--- src/rtl/core/kalman_angle_bias_filter_defines.svh ---
// Assertion macros shared by the angle/bias filter RTL.
// Needs nothing else; expands to nothing when SYNTHESIS is defined.
`ifndef KALMAN_ANGLE_BIAS_FILTER_DEFINES_SVH
`define KALMAN_ANGLE_BIAS_FILTER_DEFINES_SVH
`ifndef SYNTHESIS
`define KAB_ASSERT_IMP(lbl, clk, rstn, ante, cons) \
    lbl: assert property (@(posedge clk) disable iff (!rstn) (ante) |-> (cons)) \
        else $error("kab: same-cycle check failed");
`define KAB_ASSERT_NXT(lbl, clk, rstn, ante, cons) \
    lbl: assert property (@(posedge clk) disable iff (!rstn) (ante) |=> (cons)) \
        else $error("kab: next-cycle check failed");
`else
`define KAB_ASSERT_IMP(lbl, clk, rstn, ante, cons)
`define KAB_ASSERT_NXT(lbl, clk, rstn, ante, cons)
`endif
`endif

--- src/rtl/core/kab_pkg.sv ---
// Types, constants and helpers for the angle/bias filter.
// No dependencies.
`default_nettype none
package kab_pkg;

    localparam logic [30:0] RST_ANGLE_NOISE = 31'd16777;
    localparam logic [30:0] RST_BIAS_NOISE  = 31'd50332;
    localparam logic [30:0] RST_MEAS_NOISE  = 31'd503316;

    localparam logic [1:0] REG_ANGLE_NOISE = 2'd0;
    localparam logic [1:0] REG_BIAS_NOISE  = 2'd1;
    localparam logic [1:0] REG_MEAS_NOISE  = 2'd2;

    typedef enum logic [2:0] {
        ST_IDLE,
        ST_MUL,
        ST_PREP,
        ST_DIV,
        ST_DONE
    } t_state;

    typedef enum logic [3:0] {
        OP_ANG,
        OP_P11,
        OP_P00,
        OP_QB,
        OP_K0Y,
        OP_K1Y,
        OP_K1P00,
        OP_K1P01,
        OP_K0P00,
        OP_K0P01
    } t_mop;

    // a is signed 35 bits, b signed 32 bits
    typedef struct packed {
        logic [34:0] a;
        logic [31:0] b;
        logic        sh24;
    } t_mul_req;

    typedef struct packed {
        logic        start;
        logic [31:0] num;
        logic [33:0] den;
    } t_div_req;

    function automatic logic signed [31:0] sat32(input logic signed [52:0] v);
        logic signed [31:0] res;
        if (v > 53'sd2147483647) begin
            res = 32'sh7fffffff;
        end else if (v < -53'sd2147483648) begin
            res = 32'sh80000000;
        end else begin
            res = v[31:0];
        end
        return res;
    endfunction

endpackage
`default_nettype wire

--- src/rtl/core/kab_mul.sv ---
// Shared two-stage multiplier with round-half-up shift by 16 or 24.
// Uses kab_pkg.
`default_nettype none
module kab_mul
    import kab_pkg::*;
(
    input  wire logic               i_clk,
    input  wire t_mul_req           i_req,
    output logic signed [50:0]      o_res
);

    logic signed [66:0] r_prod;
    logic               r_sh24;
    logic signed [66:0] w_sum;

    always_ff @(posedge i_clk) begin
        r_prod <= 67'($signed(i_req.a)) * 67'($signed(i_req.b));
        r_sh24 <= i_req.sh24;
    end

    assign w_sum = r_prod + (r_sh24 ? 67'sd8388608 : 67'sd32768);

    always_ff @(posedge i_clk) begin
        o_res <= r_sh24 ? 51'(w_sum >>> 24) : 51'(w_sum >>> 16);
    end

endmodule
`default_nettype wire

--- config.mk ---
export PLATFORM = sky130hd
export DESIGN_NAME = kab_mul
export DESIGN_NICKNAME = d
export VERILOG_FILES = /design/src/rtl/core/kalman_angle_bias_filter_defines.svh /design/src/rtl/core/kab_pkg.sv /design/src/rtl/core/kab_mul.sv
export SDC_FILE = /design/constraint.sdc
export NUM_CORES = 2
export LEC_CHECK = 0
export ABC_AREA = 1
export BUFFER_PORTS_ARGS = -buffer_cell sky130_fd_sc_hd__buf_2
export CAP_MARGIN = 20
export CORE_ASPECT_RATIO = 1.1
export CORE_MARGIN = 4
export CORE_UTILIZATION = 60
export CTS_BUF_LIST = sky130_fd_sc_hd__clkbuf_2
export DETAILED_ROUTE_END_ITERATION = 16
export GPL_TIMING_DRIVEN = 0
export HOLD_SLACK_MARGIN = 0.08
export MAX_ROUTING_LAYER = met4
export PLACE_DENSITY_LB_ADDON = 0.08
export SLEW_MARGIN = 5
export SYNTH_ARGS = -nofsm -noshare
export SYNTH_HDL_FRONTEND = slang
export SYNTH_SLANG_ARGS = --single-unit
--- constraint.sdc ---
create_clock -name i_clk -period 9.2 [get_ports i_clk]
set_clock_uncertainty 0.1 [all_clocks]
set_input_delay 0 -clock i_clk [delete_from_list [all_inputs] [get_ports i_clk]]
set_output_delay 0 -clock i_clk [all_outputs]
set_load 0.03 [all_outputs]
==> After elaboration in Yosys (flattened, before gate mapping) <==
Cells that the tools add are included.
{ "totals": {"out_inout_bits": 51, "reg_bits": 119} }
{ "op_classes": {"add_sub_neg": 1, "multipliers": 1, "muxes": 2} }
{ "op_table": {"columns": ["op", "n"], "rows": [
  ["adder 67 x 25 -> 67 bit", 1],
  ["multiplier 35 x 32 -> 67 bit", 1],
  ["2-to-1 mux 50 bit", 1],
  ["2-to-1 mux 24 bit", 1]
]} }

==> Longest topological paths before layout <==
{ "logic_depth": {"word_depth": 3, "depth_mapped": 31, "depth_no_buf": 29} }

==> Worst setup path after synthesis <==
Ideal clock, no wire load.
{ "synth_path": {"kind": "input to register", "startpoint": "input port i_req[8] (netlist name)", "endpoint": "register r_prod[63]", "t_arrival_ns": 6.780, "setup_time_ns": 0.112, "slack_ns": 2.208, "path_stages": 28, "path_buffers": 2, "cell_sequence": "clkbuf_1 -> clkbuf_1 -> nand2_1 -> inv_1 -> fa_1 -> inv_1 -> fa_1 -> inv_1 -> fa_1 -> fa_1 -> inv_1 -> fa_1 -> inv_1 -> fa_1 -> inv_1 -> fa_1 -> inv_1 -> fa_1 -> ha_1 -> nand2_1 -> nor2_1 -> inv_1 -> nor2_1 -> inv_1 -> nor4_1 -> nand2_1 -> nand3_1 -> nand2_1"} }
{ "synth_via": {"elab_chain_cells": 1} }
{ "synth_rtl": {"columns": ["item", "line_no", "rtl"], "rows": [
  ["from (decl)", "kab_mul.sv:8", "input wire t_mul_req i_req,"],
  ["multiplier 35 x 32 -> 67 bit", "kab_mul.sv:17", "r_prod <= 67'($signed(i_req.a)) * 67'($signed(i_req.b));"],
  ["to (signal assigned)", "kab_mul.sv:17", null],
  ["to (decl)", "kab_mul.sv:12", "logic signed [66:0] r_prod;"]
]} }
Every way passes these cells.

==> Final worst setup path <==
Same ends and word-level chain as after synthesis.

==> results.sh <==
export IMPL_worstPathRequired_ps=9630
export IMPL_final_common_cell="inv_1"
export IMPL_reg2reg_to="o_res[45]$_DFF_P_"
export IMPL_drt_pre_antenna_iters=6
export IMPL_maxSlewHeadroom_pct=12.2
export IMPL_fin_crit_sh_pct=95.1
export IMPL_wl_per_cell_um=25.0
export IMPL_grt_usage_pct=46.4
export IMPL_preCtsSetupSlack_ps=-338
export IMPL_root_buffer="clkbuf_2"
export IMPL_min_delay_path_class="primary input to flop"
export IMPL_fin_ws_ps=450
export IMPL_ant_nets=0
export IMPL_die_w_um=271
export IMPL_rows=105
export IMPL_fin_crit_ps=8750
export IMPL_num_vias=39500
export IMPL_regArea_sq_um=2080
export IMPL_fin_nets=7482
export IMPL_fillerInstances=6969
export IMPL_crit_start="i_req[8]"
export IMPL_numPortBuffers=88
export IMPL_clock_fmax_mhz=114
export IMPL_ys_warn_count=0
export IMPL_rsz0062_at_grt="no"
export IMPL_crit_type="primary input to flop"
export IMPL_multi_input_area_sq_um=35800
export IMPL_critPathCaptureType="flop"
export IMPL_outcome="complete, no violations"
export IMPL_synth_seq_cells=104
export IMPL_drcViolationCount=0
export IMPL_synth_net_count=7359
export IMPL_final_max_slew_viol_count=0
export IMPL_setup_viol=0
export IMPL_avgSynthCellArea_sq_um=7.71
export IMPL_antenna_found_initial=7
export IMPL_grt_pass1_wl_um=263000
export IMPL_die_area_sq_um=80700
export IMPL_crit_end="r_prod[63]$_DFF_P_"
export IMPL_arrival_ps=9180
export IMPL_cts_tree="built"
export IMPL_grt_max_degree=22
export IMPL_hold_viol=0
export IMPL_drv_cap=0
export IMPL_grt_ovfl_total=0
export IMPL_hpwl_um=148000
export IMPL_drive_gt1_share_pct=2.95
export IMPL_core_sq_um=75000
export IMPL_cts_buffers=9
export IMPL_regToRegStartpoint="r_sh24$_DFF_P_"
export IMPL_vias_per_cell=5.57
export IMPL_dpl_cell_area_sq_um=47600
export IMPL_synth_seq_area_share_pct=4.55
export IMPL_cp_start_kind="primary input"
export IMPL_clk_latency_ps=620
export IMPL_wirelength_um=177000
export IMPL_die_h_um=298
export IMPL_htree_levels=3
export IMPL_synthesis_area_sq_um=45700
export IMPL_io_pin_count=120
export IMPL_design_area_sq_um=47900
export IMPL_clock_sinks=104
export IMPL_crit_fanout=11
export IMPL_gp_congestion=1.06
export IMPL_initial_utilization_pct=60.9
export IMPL_syn_inst=5931
export IMPL_path_clk_slew_ps=320
export IMPL_clk_path_buf_depth=2
export IMPL_r2r_setup_slack_ps=6600
export IMPL_ys_types=43
export IMPL_grt_pass1_vias=41600
export IMPL_hold_start="i_req[33]"
export IMPL_drt_first_iter_violations=4372
export IMPL_syn_to_final_growth_pct=4.84
export IMPL_reg2regPathDepth=12
export IMPL_tightestPinTransition_ps=1320
export IMPL_final_cell_mix="inv_1 (1835), nand2_1 (1663), fa_1 (1171), nor2_1 (237), clkbuf_1 (233)"
export IMPL_utilization_pct=63.9
[stage by stage]
step	hold slack (ps)	std cells	setup TNS, ps
5_1_grt	230	7086	0
3_5_place_dp	6.85	7043	-2320
2_1_floorplan	-72.3	5931	0
6_report	204	7089	0
4_1_cts	165	7061	0
3_3_place_gp	4.92	7035	-1250
[cells in the mapped netlist]
| cell type | n | area (sq um) |
|---|---|---|
| inv_1 | 1835 | 6890 |
| nand2_1 | 1663 | 6240 |
| fa_1 | 1171 | 23400 |
| nor2_1 | 237 | 890 |
| clkbuf_1 | 234 | 878 |
| ha_1 | 188 | 2350 |
| dfxtp_1 | 104 | 2080 |
| nand3_1 | 100 | 500 |
| a21oi_1 | 94 | 470 |
| o21ai_0 | 66 | 330 |
| xor2_1 | 44 | 385 |
| nor3_1 | 31 | 155 |
| nand4_1 | 28 | 175 |
| o21ai_1 | 21 | 105 |
| xnor2_1 | 18 | 158 |
| nand2_2 | 15 | 93.8 |
| or2_2 | 9 | 56.3 |
| inv_2 | 7 | 26.3 |
| nand3b_1 | 6 | 45.0 |
| o21bai_1 | 6 | 45.0 |
| a21o_1 | 5 | 37.5 |
| buf_1 | 5 | 18.8 |
| nor2_2 | 5 | 31.3 |
| nor4_1 | 5 | 31.3 |
| nor3_2 | 4 | 40.0 |
| o21a_1 | 4 | 30.0 |
| buf_2 | 3 | 15.0 |
| clkinv_1 | 3 | 11.3 |
| and2_1 | 2 | 12.5 |
| nand2_4 | 2 | 22.5 |
| nor3_4 | 2 | 32.5 |
| o21ai_2 | 2 | 17.5 |
| o31ai_1 | 2 | 15.0 |
| a21boi_0 | 1 | 7.51 |
| a31oi_1 | 1 | 6.26 |
| nand2b_1 | 1 | 6.26 |
| nand3_2 | 1 | 10.0 |
| nor2_4 | 1 | 11.3 |
| nor2b_1 | 1 | 6.26 |
| nor3b_1 | 1 | 7.51 |
| o21ai_4 | 1 | 16.3 |
| o22ai_1 | 1 | 6.26 |
| or2_0 | 1 | 6.26 |
[per-layer routing]
metal / share of wire (%) / track usage (%) / up-vias / routed length (um)
met2: 43 / 69.0 / 2574 / 76700
met4: 10 / 33.1 / 0 / 18000
li1: - / - / 16700 / -
met5: 0 / - / - / 0
met1: 35 / 55.1 / 19400 / 61100
met3: 12 / 12.3 / 853 / 21200
[critical path, cell delays in order]
cell and delay (ps):
clkbuf_1 670, clkbuf_2 610, nand2_1 110, inv_1 100, fa_1 400, inv_1 260, fa_1 580, inv_1 190
fa_1 480, fa_1 1100, inv_1 540, fa_1 620, inv_1 50, fa_1 520, inv_1 50, fa_1 560
inv_1 90, fa_1 460, ha_1 450, nand2_1 120, nor2_1 190, inv_1 100, nor2_1 100, inv_1 110
nor4_1 250, nand2_1 220, nand3_1 120, nand2_1 100
[logic make-up (layout without fill, tap and decap cells)]
group | after synthesis | after routing | share of synthesized area, %
AO/OA/AOI/OAI | 204 | 204 | 2.38
XOR/XNOR | 62 | 62 | 1.19
adder cells (fa/ha/maj) | 1359 | 1359 | 56.4
buffers and inverters | 2087 | 2215 | 17.1
flip-flops | 104 | 104 | 4.55
other | 0 | 14 | 0
AND/OR/NAND/NOR | 2115 | 2115 | 18.3
[worst min path at each step]
stage,cells after the start,to
2_1_floorplan,0,r_sh24$_DFF_P_
3_5_place_dp,1,r_sh24$_DFF_P_
4_1_cts,8,r_prod[23]$_DFF_P_
6_report,8,r_prod[23]$_DFF_P_
5_1_grt,8,r_prod[23]$_DFF_P_
3_3_place_gp,1,r_sh24$_DFF_P_
[repair_timing]
| action | CTS | global route |
|---|---|---|
| hold endpoints to repair | 1 | 0 |
| buffers inserted | 0 | 0 |
| gates resized for setup | 0 | 3 |
| setup endpoints to repair | 0 | 2 |
| hold buffers | 2 | 0 |
[sequential cells by signal (all words and copies together) (netlist names)]
name / flops
r_sh24: 1
o_res: 51
r_prod: 52
[final cells by class]
| type | count | area share, % |
|---|---|---|
| Buffer | 242 | 1.91 |
| Timing Repair Buffer | 112 | 1.62 |
| Clock inverter | 7 | 0.177 |
| Sequential cell | 104 | 4.34 |
| Multi-Input combinational cell | 3740 | 74.7 |
| Clock buffer | 9 | 0.0940 |
| Inverter | 1845 | 14.4 |
| Tap cell | 1016 | 2.65 |
| Antenna cell | 14 | 0.0731 |
Power is left out: the tool's default activity adds up to more than one toggle a clock period on the data nets, which glitch-free logic cannot reach.
