==> src/rtl/core/kalman_angle_bias_filter_defines.svh <==
// Assertion macros shared by the angle/bias filter RTL.
// Needs nothing else; expands to nothing when SYNTHESIS is defined.
`ifndef KALMAN_ANGLE_BIAS_FILTER_DEFINES_SVH
`define KALMAN_ANGLE_BIAS_FILTER_DEFINES_SVH
`ifndef SYNTHESIS
`define KAB_ASSERT_IMP(lbl, clk, rstn, ante, cons) \
    lbl: assert property (@(posedge clk) disable iff (!rstn) (ante) |-> (cons)) \
        else $error("kab: same-cycle check failed");
`define KAB_ASSERT_NXT(lbl, clk, rstn, ante, cons) \
    lbl: assert property (@(posedge clk) disable iff (!rstn) (ante) |=> (cons)) \
        else $error("kab: next-cycle check failed");
`else
`define KAB_ASSERT_IMP(lbl, clk, rstn, ante, cons)
`define KAB_ASSERT_NXT(lbl, clk, rstn, ante, cons)
`endif
`endif

==> src/rtl/core/kab_pkg.sv <==
// Types, constants and helpers for the angle/bias filter.
// No dependencies.
`default_nettype none
package kab_pkg;

    localparam logic [30:0] RST_ANGLE_NOISE = 31'd16777;
    localparam logic [30:0] RST_BIAS_NOISE  = 31'd50332;
    localparam logic [30:0] RST_MEAS_NOISE  = 31'd503316;

    localparam logic [1:0] REG_ANGLE_NOISE = 2'd0;
    localparam logic [1:0] REG_BIAS_NOISE  = 2'd1;
    localparam logic [1:0] REG_MEAS_NOISE  = 2'd2;

    typedef enum logic [2:0] {
        ST_IDLE,
        ST_MUL,
        ST_PREP,
        ST_DIV,
        ST_DONE
    } t_state;

    typedef enum logic [3:0] {
        OP_ANG,
        OP_P11,
        OP_P00,
        OP_QB,
        OP_K0Y,
        OP_K1Y,
        OP_K1P00,
        OP_K1P01,
        OP_K0P00,
        OP_K0P01
    } t_mop;

    // a is signed 35 bits, b signed 32 bits
    typedef struct packed {
        logic [34:0] a;
        logic [31:0] b;
        logic        sh24;
    } t_mul_req;

    typedef struct packed {
        logic        start;
        logic [31:0] num;
        logic [33:0] den;
    } t_div_req;

    function automatic logic signed [31:0] sat32(input logic signed [52:0] v);
        logic signed [31:0] res;
        if (v > 53'sd2147483647) begin
            res = 32'sh7fffffff;
        end else if (v < -53'sd2147483648) begin
            res = 32'sh80000000;
        end else begin
            res = v[31:0];
        end
        return res;
    endfunction

endpackage
`default_nettype wire

==> src/rtl/core/kab_div.sv <==
// Radix-2 restoring divider for the gains: (num * 2^24) / den, toward zero,
// saturated to 32 bits, zero for a zero divisor. Uses kab_pkg.
`default_nettype none
module kab_div
    import kab_pkg::*;
(
    input  wire logic        i_clk,
    input  wire logic        i_rst_n,
    input  wire t_div_req    i_req,
    output logic             o_done,
    output logic signed [31:0] o_quot
);

    logic        r_busy;
    logic [5:0]  r_cnt;
    logic [32:0] r_rem;
    logic [31:0] r_qd;
    logic [32:0] r_d;
    logic        r_neg;

    logic [31:0] w_num_mag;
    logic [33:0] w_den_neg;
    logic [32:0] w_den_mag;
    logic        w_ov;
    logic [33:0] w_t;
    logic [33:0] w_diff;
    logic        w_ge;
    logic [32:0] w_qneg;
    logic signed [31:0] w_fin;

    assign w_num_mag = i_req.num[31] ? 32'(-i_req.num) : i_req.num;
    assign w_den_neg = -i_req.den;
    assign w_den_mag = i_req.den[33] ? w_den_neg[32:0] : i_req.den[32:0];
    // quotient would reach 2^32: saturates, and keeps the loop at 32 steps
    assign w_ov = {9'd0, w_num_mag} >= {w_den_mag, 8'd0};

    assign w_t    = {r_rem, r_qd[31]};
    assign w_diff = w_t - {1'b0, r_d};
    assign w_ge   = w_t >= {1'b0, r_d};

    assign w_qneg = -{1'b0, r_qd};
    always_comb begin
        if (r_neg) begin
            w_fin = (r_qd > 32'h80000000) ? 32'sh80000000 : w_qneg[31:0];
        end else begin
            w_fin = r_qd[31] ? 32'sh7fffffff : r_qd;
        end
    end

    always_ff @(posedge i_clk) begin
        if (!i_rst_n) begin
            r_busy <= 1'b0;
            r_cnt  <= '0;
            o_done <= 1'b0;
        end else begin
            o_done <= 1'b0;
            if (i_req.start) begin
                r_rem <= {9'd0, w_num_mag[31:8]};
                r_qd  <= {w_num_mag[7:0], 24'd0};
                r_d   <= w_den_mag;
                r_neg <= i_req.num[31] ^ i_req.den[33];
                r_cnt <= '0;
                if (i_req.den == '0) begin
                    o_quot <= '0;
                    o_done <= 1'b1;
                end else if (w_ov) begin
                    o_quot <= (i_req.num[31] ^ i_req.den[33]) ? 32'sh80000000
                                                              : 32'sh7fffffff;
                    o_done <= 1'b1;
                end else begin
                    r_busy <= 1'b1;
                end
            end else if (r_busy) begin
                if (r_cnt == 6'd32) begin
                    o_quot <= w_fin;
                    o_done <= 1'b1;
                    r_busy <= 1'b0;
                end else begin
                    r_rem <= w_ge ? w_diff[32:0] : w_t[32:0];
                    r_qd  <= {r_qd[30:0], w_ge};
                    r_cnt <= r_cnt + 6'd1;
                end
            end
        end
    end

endmodule
`default_nettype wire

==> config.mk <==
export PLATFORM = sky130hd
export DESIGN_NAME = kab_div
export DESIGN_NICKNAME = d
export VERILOG_FILES = /design/src/rtl/core/kalman_angle_bias_filter_defines.svh /design/src/rtl/core/kab_pkg.sv /design/src/rtl/core/kab_div.sv
export SDC_FILE = /design/constraint.sdc
export NUM_CORES = 1
export LEC_CHECK = 0
export BUFFER_PORTS_ARGS = -buffer_cell sky130_fd_sc_hd__clkbuf_2
export CORE_MARGIN = 4
export CORE_UTILIZATION = 50
export DETAILED_ROUTE_END_ITERATION = 12
export GPL_ROUTABILITY_DRIVEN = 0
export PLACE_DENSITY_LB_ADDON = 0.1
export SYNTH_ARGS = -nofsm -noshare
export SYNTH_HDL_FRONTEND = slang
export SYNTH_SLANG_ARGS = --single-unit
==> constraint.sdc <==
create_clock -name i_clk -period 6.8 [get_ports i_clk]
set_input_delay 1.02 -clock i_clk [delete_from_list [all_inputs] [get_ports i_clk]]
set_output_delay 1.02 -clock i_clk [all_outputs]
set_load 0.02 [all_outputs]
Yosys cells after proc, flatten, opt, wreduce, memory -nomap -nowiden:

Cells that the tools add are included.

* $add $sub $neg: 5
* multipliers: 0
* div/mod/pow operators: 0
* order comparisons: 3
* eq/ne operators: 5
* shift-type cells: 0
* multiplexer cells: 28
* bitwise logic cells: 3
* reduce and logical (&&, ||, !) cells: 9

Operators by type and width (number)
* two-way mux 32 bit: 12
* two-way mux 33 bit: 4
* negator 32 bit: 2
* >= comparator 32 x 41 -> 1 bit: 1
* >= comparator 34 x 33 -> 1 bit: 1
* zero test 34 bit: 1
* negator 33 bit: 1
* subtractor 33 bit: 1
* greater-than comparator 32 bit, second input constant: 1
* two-way mux 31 bit: 1
* two-way mux 24 bit: 1
* two-way mux 1 bit: 10
* adder 6 x 1 -> 6 bit, second input constant: 1
* equality test 6 bit, second input constant: 1
* inequality test 2 bit, second input constant: 3
* AND reduction 2 bit: 3
* AND reduction 4 bit: 1
* nonzero test 2 bit: 2
* inequality test 3 x 1 -> 1 bit, second input constant: 1
* AND reduction 3 bit: 1
* NOT 1 bit: 2
* OR reduction 2 bit: 1
* XOR 1 bit: 1

* register bits after elaboration: 139
* bits in latches: 0
* memory bits (writable): 0
* ROM bits: 0
* bits of input ports: 69
* output and inout port bits: 33
* memories: 0

Logic depth before layout (Yosys ltp):

* word-level depth: 6
* depth in mapped cells: 16

Least setup slack after synthesis:

Ideal clock, no wire load.

* path kind: input-to-reg
* from: input i_req[10] (netlist name)
* to: register o_quot[0] (enable)
* arrival time: 5041 ps
* slack: 1372 ps
* stages on the path: 15
* path buffers: 1
* cell sequence: or4_4 > or4_4 > or4_1 > clkbuf_1 > o41ai_1 > xor2_1 > ha_1 > nand4_1 > nor2_1 > nand2_1 > nor3_1 > nand4_1 > o311ai_0 > and3_1 > o211a_1

* word-level cells in the longest chain between the ends: 5
* elaborated cells on any way between the ends: 6
* classes of those cells: add/sub: 1; order compare: 1; eq/ne: 1; mux: 1; reduce/logical: 2

RTL lines
* start, declared: line kab_div.sv:9 `input wire t_div_req i_req,`
* negator 33 bit: line kab_div.sv:32 `assign w_den_neg = -i_req.den;`
* two-way mux 33 bit: line kab_div.sv:33 `assign w_den_mag = i_req.den[33] ? w_den_neg[32:0] : i_req.den[32:0];`
* >= comparator 32 x 41 -> 1 bit: line kab_div.sv:35 `assign w_ov = {9'd0, w_num_mag} >= {w_den_mag, 8'd0};`
* inequality test 3 x 1 -> 1 bit (no source line) *
* AND reduction 4 bit (no source line) *
* end signal, assigned: line kab_div.sv:67 `o_quot <= (i_req.num[31] ^ i_req.den[33]) ? 32'sh80000000`
* end signal, assigned: line kab_div.sv:75 `o_quot <= w_fin;`
* end, declared: line kab_div.sv:11 `output logic signed [31:0] o_quot`

Mark *: on every way between the ends. The rest lies on a longest branch, timed or not.
A chain may end at the register's enable or synchronous reset.

Final worst setup path:

* from: input i_req[8] (netlist name)
* to: register o_quot[24] (enable)

Same word-level chain as after synthesis.

==> impl_metrics.ini <==
[timing]
setup_viol = 0
slew_viol_final = 0
finClkSkew_ns = 0.0135
fin_crit_sh_pct = 81.2
fin_tns_setup_ns = 0
final-hold-violation-count = 0
period_needed_ns = 5.52
max_slew_margin_pct = 20.5
clock.fmax_mhz = 181
grt_setup_unrepaired = false
worstMarginPinSlew_ns = 1.16
layout_setup_ws_ns = 1.28

[cts]
cts_tree = yes
clock_path_buffers = 2
numClockSinks = 139
ctsHoldBuffers = 0
clk_latency_ns = 0.43
cts_inserted_buffers = 17
cts_resized = 0
htreeDepth = 4
clkTransAtPathRegs_ns = 0.06
post_cts_buffers = 0
cts_root_buffer = clkbuf_16

[routing]
ant_nets = 0
drc = 0
first_pass_iters = 5
avgRoutedWirePerCell_um = 18.8
vias_per_cell = 5.95
wl_mm = 27.6
vias = 8727
drt-initial-drc-count = 713

[synthesis]
syn_area_um2 = 10300
synth_enable_flop_cells = 131
synth.avg_cell_area_um2 = 9.33
ys_warn_count = 0
synthTopCellsByCount = edfxtp_1 (131), nor2_1 (100), inv_1 (80)
synth_top_area_share_pct = 38.3
ys_seq_area_share_pct = 39.8
synth_most_common_cell = edfxtp_1
synth-seq-cells = 139
synth_top_area_cell = edfxtp_1
async_reset_ff_share_pct = 0
synth.net_count = 1234
synth_flop_cell = edfxtp_1
syn_inst = 1101
yosys-top-cells-area = edfxtp_1 (38%), ha_1 (7.7%), xnor2_1 (4.5%), o21ai_0 (3.7%), a21oi_1 (3.7%)
synth.distinct_cells = 64

[finish]
layoutNonFillerInstCount = 1467
nNetsFinal = 1317
n_fill_cell = 1824
final_core_util_pct = 57.5
area_delta_synth_final_pct = 13.2
drive_gt1_share_pct = 15.1
seq_area_um2 = 4090
multi_input_area_um2 = 5700
antenna_cells = 0

[power]
power_density_nw_per_um2 = 254
leakagePower_nw = 4.65
vdd_ir_drop_max_v = 0.000170

[worst_setup_path]
crit_type = input pin to flop
arrival_ns = 5.60
cp-end-kind = flop
setup.worst_path.start_class = input pin
cp.required_ns = 6.88
worstPathMaxFanout = 32

[grt]
grt_pass1_wl_mm = 43.9
grtUsageTotal_pct = 24.6
grt-ovfl-total = 0
grt_max_degree = 68
antenna_found_initial = 0
grt_pass1_vias = 8358

[min_path]
hold_class = flop to flop

[floorplan]
die_h_um = 151
dieWidth_um = 151
ios = 102
die-area_um2 = 22900
placementRows = 52
start_util_pct = 50.8
placeableCoreArea_um2 = 20200

[run]
cap_viol_max_count = 0

[placement]
dpl_worst_slack_ns = 0.834
io_buffer_count = 101
dpl.hpwl_mm = 20.3
dpl.cell_count = 1435

[outcome]
status = complete, no violations
[cell type report]
class                   count  area share, %
inverters                  80           2.58
multi-input cells         835           49.0
well taps                 270           2.90
clock inverters            14           1.55
repair buffers            111           4.99
flip-flops and latches    139           35.2
clock buffers              18           3.77
[placed cells by master, fill, tap and decap left out, types with 8 or more instances in the layout]
master	n
edfxtp_1	131
mux2_2	23
ha_1	63
xor2_1	39
clkbuf_2	101
a21oi_1	75
nor3_1	25
or4_1	12
a21o_1	23
or3_1	14
nand2b_1	8
nand4_1	19
o21ai_0	77
nand2_1	71
a21boi_0	12
xnor2_1	53
inv_1	80
clkbuf_16	17
nor2b_1	27
mux2i_1	19
o41ai_1	17
o31ai_1	30
a31oi_1	10
buf_4	10
nor3b_1	9
nor2_1	100
nand3_1	19
dfxtp_1	8
[path summary, 6_finish.rpt]
path         startpoint         end  slack, ns  depth (start not counted)
max            i_req[8]  o_quot[24]       1.28                         16
min            r_cnt[5]    r_cnt[5]       0.52                          2
max reg2reg    r_qd[31]    r_rem[2]       1.79                         13
min reg2reg    r_cnt[5]    r_cnt[5]       0.52                          2
[power by group]
group	total [mW]	leakage, nW	switching (mW)	internal (mW)
clock	0.995	0.304	0.400	0.595
combinational	0.867	3.04	0.503	0.364
sequential	1.09	1.31	0.0499	1.04
[cell families after synthesis]
logic type               after synthesis  synth area share (%)
buffers and inverters                127                  4.72
adder cells (fa/ha/maj)               64                  7.86
flip-flops                           139                  39.8
AO/OA/AOI/OAI                        297                  18.7
AND/OR/NAND/NOR                      340                  16.6
multiplexers                          42                  4.37
XOR/XNOR                              92                  7.84
[per-stage QoR]
| step | area, um^2 | hold slack, ns | total power [mW] |
|---|---|---|---|
| 4_1_cts | 11600 | 0.516 | 2.96 |
| 2_1_floorplan | 10300 | 0.439 | 1.74 |
| 3_3_place_gp | 11000 | 0.488 | 1.95 |
| 5_1_grt | 11600 | 0.569 | 3.11 |
| 3_5_place_dp | 11000 | 0.507 | 1.96 |
| 6_report | 11600 | 0.516 | 2.95 |
[sequential cells by signal, indices dropped and copies added (netlist names)]
signal  count
o_done      1
o_quot     32
r_busy      1
r_cnt       6
r_d        33
r_neg       1
r_qd       32
r_rem      33
[layer usage]
metal	part of all wire [%]	wire (um)	track usage (%)	up-vias
li1	-	-	-	4237
met1	48	13200	36.0	4186
met2	45	12400	38.1	267
met3	5.3	1450	3.29	37
met4	1.8	495	6.71	0
met5	0	0	0	-
[critical path: stages]
cell and delay (ns):
clkbuf_2 0.12, or4_4 0.54, or4_4 0.47, or4_1 0.64
o41ai_1 0.41, xor2_1 0.16, ha_1 0.33, nand4_1 0.11
nor2_1 0.23, nand2_1 0.09, nor3_1 0.14, nand4_1 0.11
o311ai_0 0.37, and3_1 0.27, o211a_1 0.17, buf_4 0.38
(Power assumes the default switching activity.)
